[src/sv/variable_bit_crc8_crc16_top_defines.svh]
// assertion macros for the variable bit crc8/crc16 block
// expects clk and rst_n in the scope of each use
`ifndef VARIABLE_BIT_CRC8_CRC16_TOP_DEFINES_SVH
`define VARIABLE_BIT_CRC8_CRC16_TOP_DEFINES_SVH

// same-cycle implication
`define VBCRC_ASSERT_NOW(label, ante, cons, msg) \
    label: assert property (@(posedge clk) disable iff (!rst_n) (ante) |-> (cons)) \
        else $error(msg);

// next-cycle implication
`define VBCRC_ASSERT_NEXT(label, ante, cons, msg) \
    label: assert property (@(posedge clk) disable iff (!rst_n) (ante) |=> (cons)) \
        else $error(msg);

`endif

[src/sv/vbcrc_pkg.sv]
// package for the variable bit crc8/crc16 block
// field widths, register map, polynomials and the bit fold function
package vbcrc_pkg;

    localparam int DATA_W  = 16;
    localparam int COUNT_W = 5;
    localparam int CRC_W   = 16;
    localparam int ADDR_W  = 3;
    localparam int PDATA_W = 32;

    localparam logic [15:0] POLY_WIDE   = 16'hBAAD;
    localparam logic [7:0]  POLY_NARROW = 8'h97;

    // register index, taken from paddr[2]
    localparam logic REG_MODE = 1'b0;

    typedef enum logic
    {
        MODE_CRC8  = 1'b0,
        MODE_CRC16 = 1'b1
    } crc_mode_t;

    typedef logic [DATA_W-1:0]  data_t;
    typedef logic [COUNT_W-1:0] count_t;
    typedef logic [CRC_W-1:0]   crc_t;

    // fold the low count bits of data into crc, msb first
    function automatic crc_t crc_fold(input crc_t crc_in, input data_t data,
                                      input count_t count, input crc_mode_t mode);
        crc_t crc;
        crc_t poly;
        logic msb;
        poly = (mode == MODE_CRC16) ? POLY_WIDE : {8'h00, POLY_NARROW};
        crc  = (mode == MODE_CRC16) ? crc_in : {8'h00, crc_in[7:0]};
        for (int j = DATA_W - 1; j >= 0; j--)
        begin
            if (COUNT_W'(j) < count)
            begin
                msb = (mode == MODE_CRC16) ? crc[15] : crc[7];
                crc = {crc[14:0], 1'b0};
                if (mode == MODE_CRC8)
                begin
                    crc[15:8] = 8'h00;
                end
                if (data[j] != msb)
                begin
                    crc = crc ^ poly;
                end
            end
        end
        return crc;
    endfunction

endpackage

[src/sv/vbcrc_if.sv]
// item channels of the variable bit crc8/crc16 block
// depends on vbcrc_pkg
interface vbcrc_in_if;
    import vbcrc_pkg::*;

    logic   valid;
    logic   ready;
    data_t  data_bits;
    count_t bit_count;
    logic   start_new;

    modport source (output valid, data_bits, bit_count, start_new, input ready);
    modport sink   (input valid, data_bits, bit_count, start_new, output ready);
endinterface

interface vbcrc_out_if;
    import vbcrc_pkg::*;

    logic valid;
    logic ready;
    crc_t crc_out;

    modport source (output valid, crc_out, input ready);
    modport sink   (input valid, crc_out, output ready);
endinterface

[src/sv/variable_bit_crc8_crc16_top.sv]
// top level of the variable bit crc8/crc16 block
// depends on vbcrc_pkg, vbcrc_if.sv and variable_bit_crc8_crc16_top_defines.svh
//
// usage
//   item_in carries data_bits, bit_count and start_new; each item folds its low
//   bit_count data bits (msb first) into a running crc, after clearing it
//   when start_new is set. crc_result returns one item per input item with
//   the updated crc (upper byte zero in 8-bit mode).
//   the apb port holds one register at address 0: crc width mode,
//   0 for crc8 poly 0x97, 1 for crc16 poly 0xBAAD (reset value).
//   an accepted item passes from the input register to the result register;
//   one item per cycle sustained unless the receiver stalls. the whole fold is
//   combinational between them; the running crc updates with the result register.
//   reset clears the running crc to zero, sets crc16 mode and empties both
//   registers. when the receiver stalls, the result register holds, the
//   input register fills and item_in.ready drops until the result is taken.
`include "variable_bit_crc8_crc16_top_defines.svh"

module variable_bit_crc8_crc16_top
(
    input  logic                          clk,
    input  logic                          rst_n,
    input  logic                          psel,
    input  logic                          penable,
    input  logic                          pwrite,
    input  logic [vbcrc_pkg::ADDR_W-1:0]  paddr,
    input  logic [vbcrc_pkg::PDATA_W-1:0] pwdata,
    output logic [vbcrc_pkg::PDATA_W-1:0] prdata,
    output logic                          pready,
    vbcrc_in_if.sink                      item_in,
    vbcrc_out_if.source                   crc_result
);
    import vbcrc_pkg::*;

    crc_mode_t mode_reg;
    logic      s1_valid_reg;
    data_t     s1_data_reg;
    count_t    s1_count_reg;
    logic      s1_start_reg;
    crc_t      crc_reg;
    crc_t      crc_next;
    logic      out_valid_reg;
    crc_t      out_crc_reg;
    logic      s1_advance;
    logic      in_accept;

    // config port
    assign pready = 1'b1;
    assign prdata = (paddr[2] == REG_MODE) ? {{(PDATA_W-1){1'b0}}, mode_reg}
                                           : '0;

    always_ff @(posedge clk or negedge rst_n)
    begin
        if (!rst_n)
        begin
            mode_reg <= MODE_CRC16;
        end
        else if (psel && penable && pwrite && pready && paddr[2] == REG_MODE)
        begin
            mode_reg <= crc_mode_t'(pwdata[0]);
        end
    end

    // handshakes
    assign s1_advance       = s1_valid_reg && (!out_valid_reg || crc_result.ready);
    assign item_in.ready    = !s1_valid_reg || s1_advance;
    assign in_accept        = item_in.valid && item_in.ready;
    assign crc_result.valid = out_valid_reg;
    assign crc_result.crc_out = out_crc_reg;

    // fold
    always_comb
    begin
        crc_next = crc_fold(s1_start_reg ? '0 : crc_reg, s1_data_reg, s1_count_reg,
                            mode_reg);
    end

    always_ff @(posedge clk or negedge rst_n)
    begin
        if (!rst_n)
        begin
            s1_valid_reg  <= 1'b0;
            out_valid_reg <= 1'b0;
            crc_reg       <= '0;
        end
        else
        begin
            if (in_accept)
            begin
                s1_valid_reg <= 1'b1;
            end
            else if (s1_advance)
            begin
                s1_valid_reg <= 1'b0;
            end
            if (s1_advance)
            begin
                out_valid_reg <= 1'b1;
                crc_reg       <= crc_next;
            end
            else if (crc_result.ready)
            begin
                out_valid_reg <= 1'b0;
            end
        end
    end

    // payload registers
    always_ff @(posedge clk)
    begin
        if (in_accept)
        begin
            s1_data_reg  <= item_in.data_bits;
            s1_count_reg <= item_in.bit_count;
            s1_start_reg <= item_in.start_new;
        end
        if (s1_advance)
        begin
            out_crc_reg <= crc_next;
        end
    end

    `VBCRC_ASSERT_NEXT(a_result_tracks_state, s1_advance, out_crc_reg == crc_reg,
                       "result register differs from running crc")
    `VBCRC_ASSERT_NOW(a_no_input_overrun, in_accept, !s1_valid_reg || s1_advance,
                      "item accepted over a held item")
    `VBCRC_ASSERT_NEXT(a_start_empty_clears, s1_advance && s1_start_reg && s1_count_reg == '0,
                       crc_reg == '0, "start with no bits left crc non-zero")

endmodule
[src/flat_wrapper.sv]
// flat-port wrapper written by rule: the top's interface ports become plain ports
module variable_bit_crc8_crc16_top_flat import vbcrc_pkg::*;
  (clk, rst_n, psel, penable, pwrite, paddr, pwdata, prdata, pready, item_in_valid, item_in_data_bits, item_in_bit_count, item_in_start_new, item_in_ready, crc_result_valid, crc_result_crc_out, crc_result_ready);
  vbcrc_in_if item_in_i ();
  vbcrc_out_if crc_result_i ();
  input  logic clk;
  input  logic rst_n;
  input  logic psel;
  input  logic penable;
  input  logic pwrite;
  input  logic [vbcrc_pkg::ADDR_W-1:0] paddr;
  input  logic [vbcrc_pkg::PDATA_W-1:0] pwdata;
  output logic [vbcrc_pkg::PDATA_W-1:0] prdata;
  output logic pready;
  input wire logic [$bits(item_in_i.valid)-1:0] item_in_valid;
  input wire logic [$bits(item_in_i.data_bits)-1:0] item_in_data_bits;
  input wire logic [$bits(item_in_i.bit_count)-1:0] item_in_bit_count;
  input wire logic [$bits(item_in_i.start_new)-1:0] item_in_start_new;
  output wire logic [$bits(item_in_i.ready)-1:0] item_in_ready;
  output wire logic [$bits(crc_result_i.valid)-1:0] crc_result_valid;
  output wire logic [$bits(crc_result_i.crc_out)-1:0] crc_result_crc_out;
  input wire logic [$bits(crc_result_i.ready)-1:0] crc_result_ready;
  assign item_in_i.valid = item_in_valid;
  assign item_in_i.data_bits = item_in_data_bits;
  assign item_in_i.bit_count = item_in_bit_count;
  assign item_in_i.start_new = item_in_start_new;
  assign item_in_ready = item_in_i.ready;
  assign crc_result_valid = crc_result_i.valid;
  assign crc_result_crc_out = crc_result_i.crc_out;
  assign crc_result_i.ready = crc_result_ready;
  variable_bit_crc8_crc16_top u_core (.clk(clk), .rst_n(rst_n), .psel(psel), .penable(penable), .pwrite(pwrite), .paddr(paddr), .pwdata(pwdata), .prdata(prdata), .pready(pready), .item_in(item_in_i), .crc_result(crc_result_i));
endmodule
[config.mk]
export PLATFORM = sky130hd
export DESIGN_NAME = variable_bit_crc8_crc16_top_flat
export DESIGN_NICKNAME = d
export VERILOG_FILES = /design/src/sv/vbcrc_pkg.sv /design/src/sv/vbcrc_if.sv /design/src/sv/variable_bit_crc8_crc16_top.sv /design/src/flat_wrapper.sv
export VERILOG_INCLUDE_DIRS = /design/src /design/src/sv
export SDC_FILE = /design/constraint.sdc
export NUM_CORES = 1
export LEC_CHECK = 0
export BUFFER_PORTS_ARGS = -buffer_cell sky130_fd_sc_hd__clkbuf_2
export CAP_MARGIN = 40
export CORE_UTILIZATION = 30
export DETAILED_ROUTE_END_ITERATION = 10
export PLACE_DENSITY = 0.52
export SKIP_LAST_GASP = 1
export SLEW_MARGIN = 20
export SYNTH_ARGS = -nofsm -noshare
export SYNTH_HDL_FRONTEND = slang
export SYNTH_SLANG_ARGS = --single-unit
[constraint.sdc]
create_clock -name clk -period 10.12 [get_ports clk]
set_input_delay 1.012 -clock clk [delete_from_list [all_inputs] [get_ports clk]]
set_output_delay 1.012 -clock clk [all_outputs]
set_load 0.03 [all_outputs]
==> impl_results.md <==
- Die area: 40700 sq um
- Post-Route WL: between 40000 and 50000 microns
- Worst slew pin tran: approximately 0.85 ns
- RD Place Congestion: around 0.93
- Htree depth: 3
- Status: finished, final reports clean
- Final Cycle Share: approximately 96%
- Setup crit end kind: flop
- Synthesized area: ~12000 sq um
- Vias in the first global route: between 10k and 15k
- DRC violations left: 0
- Clock sinks: 57
- Overflow after GRT: 0
- First-pass GRT wire length: a little over 70000 microns
- Fin nets: about 1.8k
- Clk slew on worst S/H paths: ~0.06 ns
- N_diodes: 0
- Pre-CTS setup slack: a little over 0.01 ns
- Register area share after synthesis: between 10% and 20%
- Via density per instance: between 6 and 7
- Leading area contributor after synthesis: edfxtp_1
- HPWL Detailed: about 35000 microns
- CORE AREA: 39000 sq um
- Max Freq: between 100 and 150 MHz
- Fin. Hold Viols: 0
- Antenna Nets Post-Route: 0
- Top Layer Used: met4
- # fillers: around 4k
- Setup violations, final: 0
- Antenna violations before repair: 0
- Std-Cell Rows: 72
- 1st-iter DRT viols: 1452
- Slowest stage delay, CP: around 0.67 ns
- Layout cells sized above 1: ~20%
- Gr usage total: a little over a fifth
- CTS tree: yes
- Port Buf Inserts: 49
- Syn Inst Count: approximately 1.6k
- Fin crit period: approximately 10 ns
- Initial Util: 30.7%
- Share of the synthesized area in the top cell type: a little under a tenth
- Vias: around 13k
- Worst hold path type: flop to flop
- Worst Path Class, Setup: flop to flop
- Fraction of registers with async set/reset: between 30% and 40%
- Post-synthesis area per instance: 7.29 sq um
- Slowest cell on crit path: dfstp_4
- Worst EP arrival: just under 10 ns
- Most frequent cell on the critical path: or4_1
- Ys flop type: edfxtp_1
- M1 WL: slightly above 20000 microns
- Drt first pass iters: 6
- EDFF count, synth: 38
- CP Max Fanout: 10
- Maxcap violations: 0
- Cts bufs inserted: 9
- Skew final: between 0.01 and 0.015 ns
- Synth Register Bits: 57
- Syn-to-layout area delta: 16.5%
- DR WL met2: 20900 microns
- Latest clock arrival within the worst-skew pair: about 0.35 ns
- Boundary Pins: about 120
- Synth area leaders: edfxtp_1 9.5%, xnor2_1 6.4%, nand2_1 5.5%
- Startpoint Class: flop
- Die Wd: approximately 200 microns
- Yosys warns: 0
- Slew headroom: a little over two fifths
- Final setup margin: about 0.36 ns
- Synth cell types: about 120
- CTS root buffer: clkbuf_16
- WL/cell: ~20 microns
- Clock Path Buffers: 2
- Chip Height: between 200 and 250 microns
- Largest net degree at the start of global routing: a little under 80
- Crit path required time: between 10 and 15 ns
- Final core utilization: between 30 and 40%
- Routed wl met3: between 3000 and 4000 microns
- Slew Limit Fails: 0
## through the flow
step           hold slack, ns  setup TNS [ns]  cell area, sq um  cells
5_1_grt                 0.507         -0.0433             13900   2238
4_1_cts                 0.489               0             13500   2222
3_3_place_gp            0.475               0             13200   2205
2_1_floorplan           0.457               0             12100   1670
6_report                0.490               0             13900   2238
3_5_place_dp            0.475               0             13200   2206
## cell families (layout without fill, tap and decap cells)
family	count (synthesis)	count (layout)	synth area share, %
buffers and inverters	174	224	6.85
flip-flops	57	57	13.5
other	2	32	0.0628
AND/OR/NAND/NOR	685	685	29.2
AO/OA/AOI/OAI	501	501	30.6
XOR/XNOR	148	148	13.1
multiplexers	73	73	6.61
## worst max-delay path: cells and delay by family (launching register included)
kind,cells,cell delay (ns)
AOI/OAI and AO/OA,12,2.70
xor gates and xnor gates,4,1.04
buffers and inverters,2,0.37
DFF,1,0.67
muxes,1,0.33
and+or+nand+nor,13,4.35
## layer usage
metal	global-route usage, %	up-vias
li1	-	6336
met1	30.6	6507
met2	35.7	552
met3	1.68	64
met4	5.28	0
met5	0	-
## worst paths after layout
kind	startpoint	slack, ns	end	depth (start not counted)
worst max-delay path	u_core.mode_reg$_DFFE_PN1P_	0.36	u_core.crc_result.crc_out[13]$_DFFE_PP_	32
worst min-delay path	u_core.s1_valid_reg$_DFFE_PN0P_	0.49	u_core.crc_result.valid$_DFFE_PN0P_	1
worst max register to register	u_core.mode_reg$_DFFE_PN1P_	0.36	u_core.crc_result.crc_out[13]$_DFFE_PP_	32
worst min register to register	u_core.s1_valid_reg$_DFFE_PN0P_	0.49	u_core.crc_result.valid$_DFFE_PN0P_	1
max in group asynchronous	rst_n	9.13	u_core.mode_reg$_DFFE_PN1P_	1
min in group asynchronous	rst_n	0.63	u_core.crc_reg[4]$_DFFE_PN0P_	1
## cell usage in the layout, fill, tap and decap left out, types with 11 or more instances in the layout
| cell | n |
|---|---|
| and2_1 | 23 |
| nand2_1 | 175 |
| nand4_1 | 20 |
| a21o_1 | 24 |
| inv_1 | 19 |
| and4_1 | 15 |
| nor2_1 | 149 |
| clkbuf_2 | 49 |
| a31oi_1 | 32 |
| o21ai_0 | 67 |
| a211oi_1 | 20 |
| conb_1 | 32 |
| buf_4 | 123 |
| mux2_2 | 14 |
| mux2i_1 | 50 |
| nand3_1 | 61 |
| xnor2_1 | 81 |
| nor3_1 | 79 |
| nand2b_1 | 13 |
| dfrtp_1 | 18 |
| and3_1 | 22 |
| o21a_1 | 17 |
| o31ai_1 | 24 |
| o22ai_1 | 19 |
| or3_1 | 26 |
| o211ai_1 | 27 |
| o211a_1 | 11 |
| edfxtp_1 | 38 |
| a21oi_1 | 76 |
| xor2_1 | 36 |
| o21ai_1 | 14 |
| xnor3_1 | 16 |
| nor4_1 | 21 |
## repair_timing
item                                    4_1_cts  5_1_grt
setup buffers                                 0       14
resized for setup                             2       64
hold buffers                                  0        0
endpoints found under the setup margin        7       32
pin swaps                                     0       10
## cell usage after synthesis, types with 25 or more instances
cell	number
nand3_1	63
buf_4	36
clkbuf_1	86
nor2_1	149
a31oi_1	35
a21oi_1	79
o21ai_0	68
o211ai_1	27
nor3_1	82
xor2_1	39
a211oi_1	25
nor4_1	26
nand2_1	175
or3_1	26
xnor2_1	88
o31ai_1	26
edfxtp_1	38
mux2i_1	55
## cell type report
| cell class | instances | area [sq um] | share of cell area, % |
|---|---|---|---|
| Tap cell | 518 | 648 | 4.65 |
| Timing Repair Buffer | 182 | 1300 | 9.35 |
| Inverter | 26 | 97.6 | 0.700 |
| Clock inverter | 7 | 61.3 | 0.440 |
| Multi-Input combinational cell | 1439 | 9980 | 71.6 |
| Sequential cell | 57 | 1620 | 11.6 |
| Clock buffer | 9 | 225 | 1.62 |
Power is not shown: default switching activity piles up to over one toggle a cycle in this logic, so the estimate is an artifact.
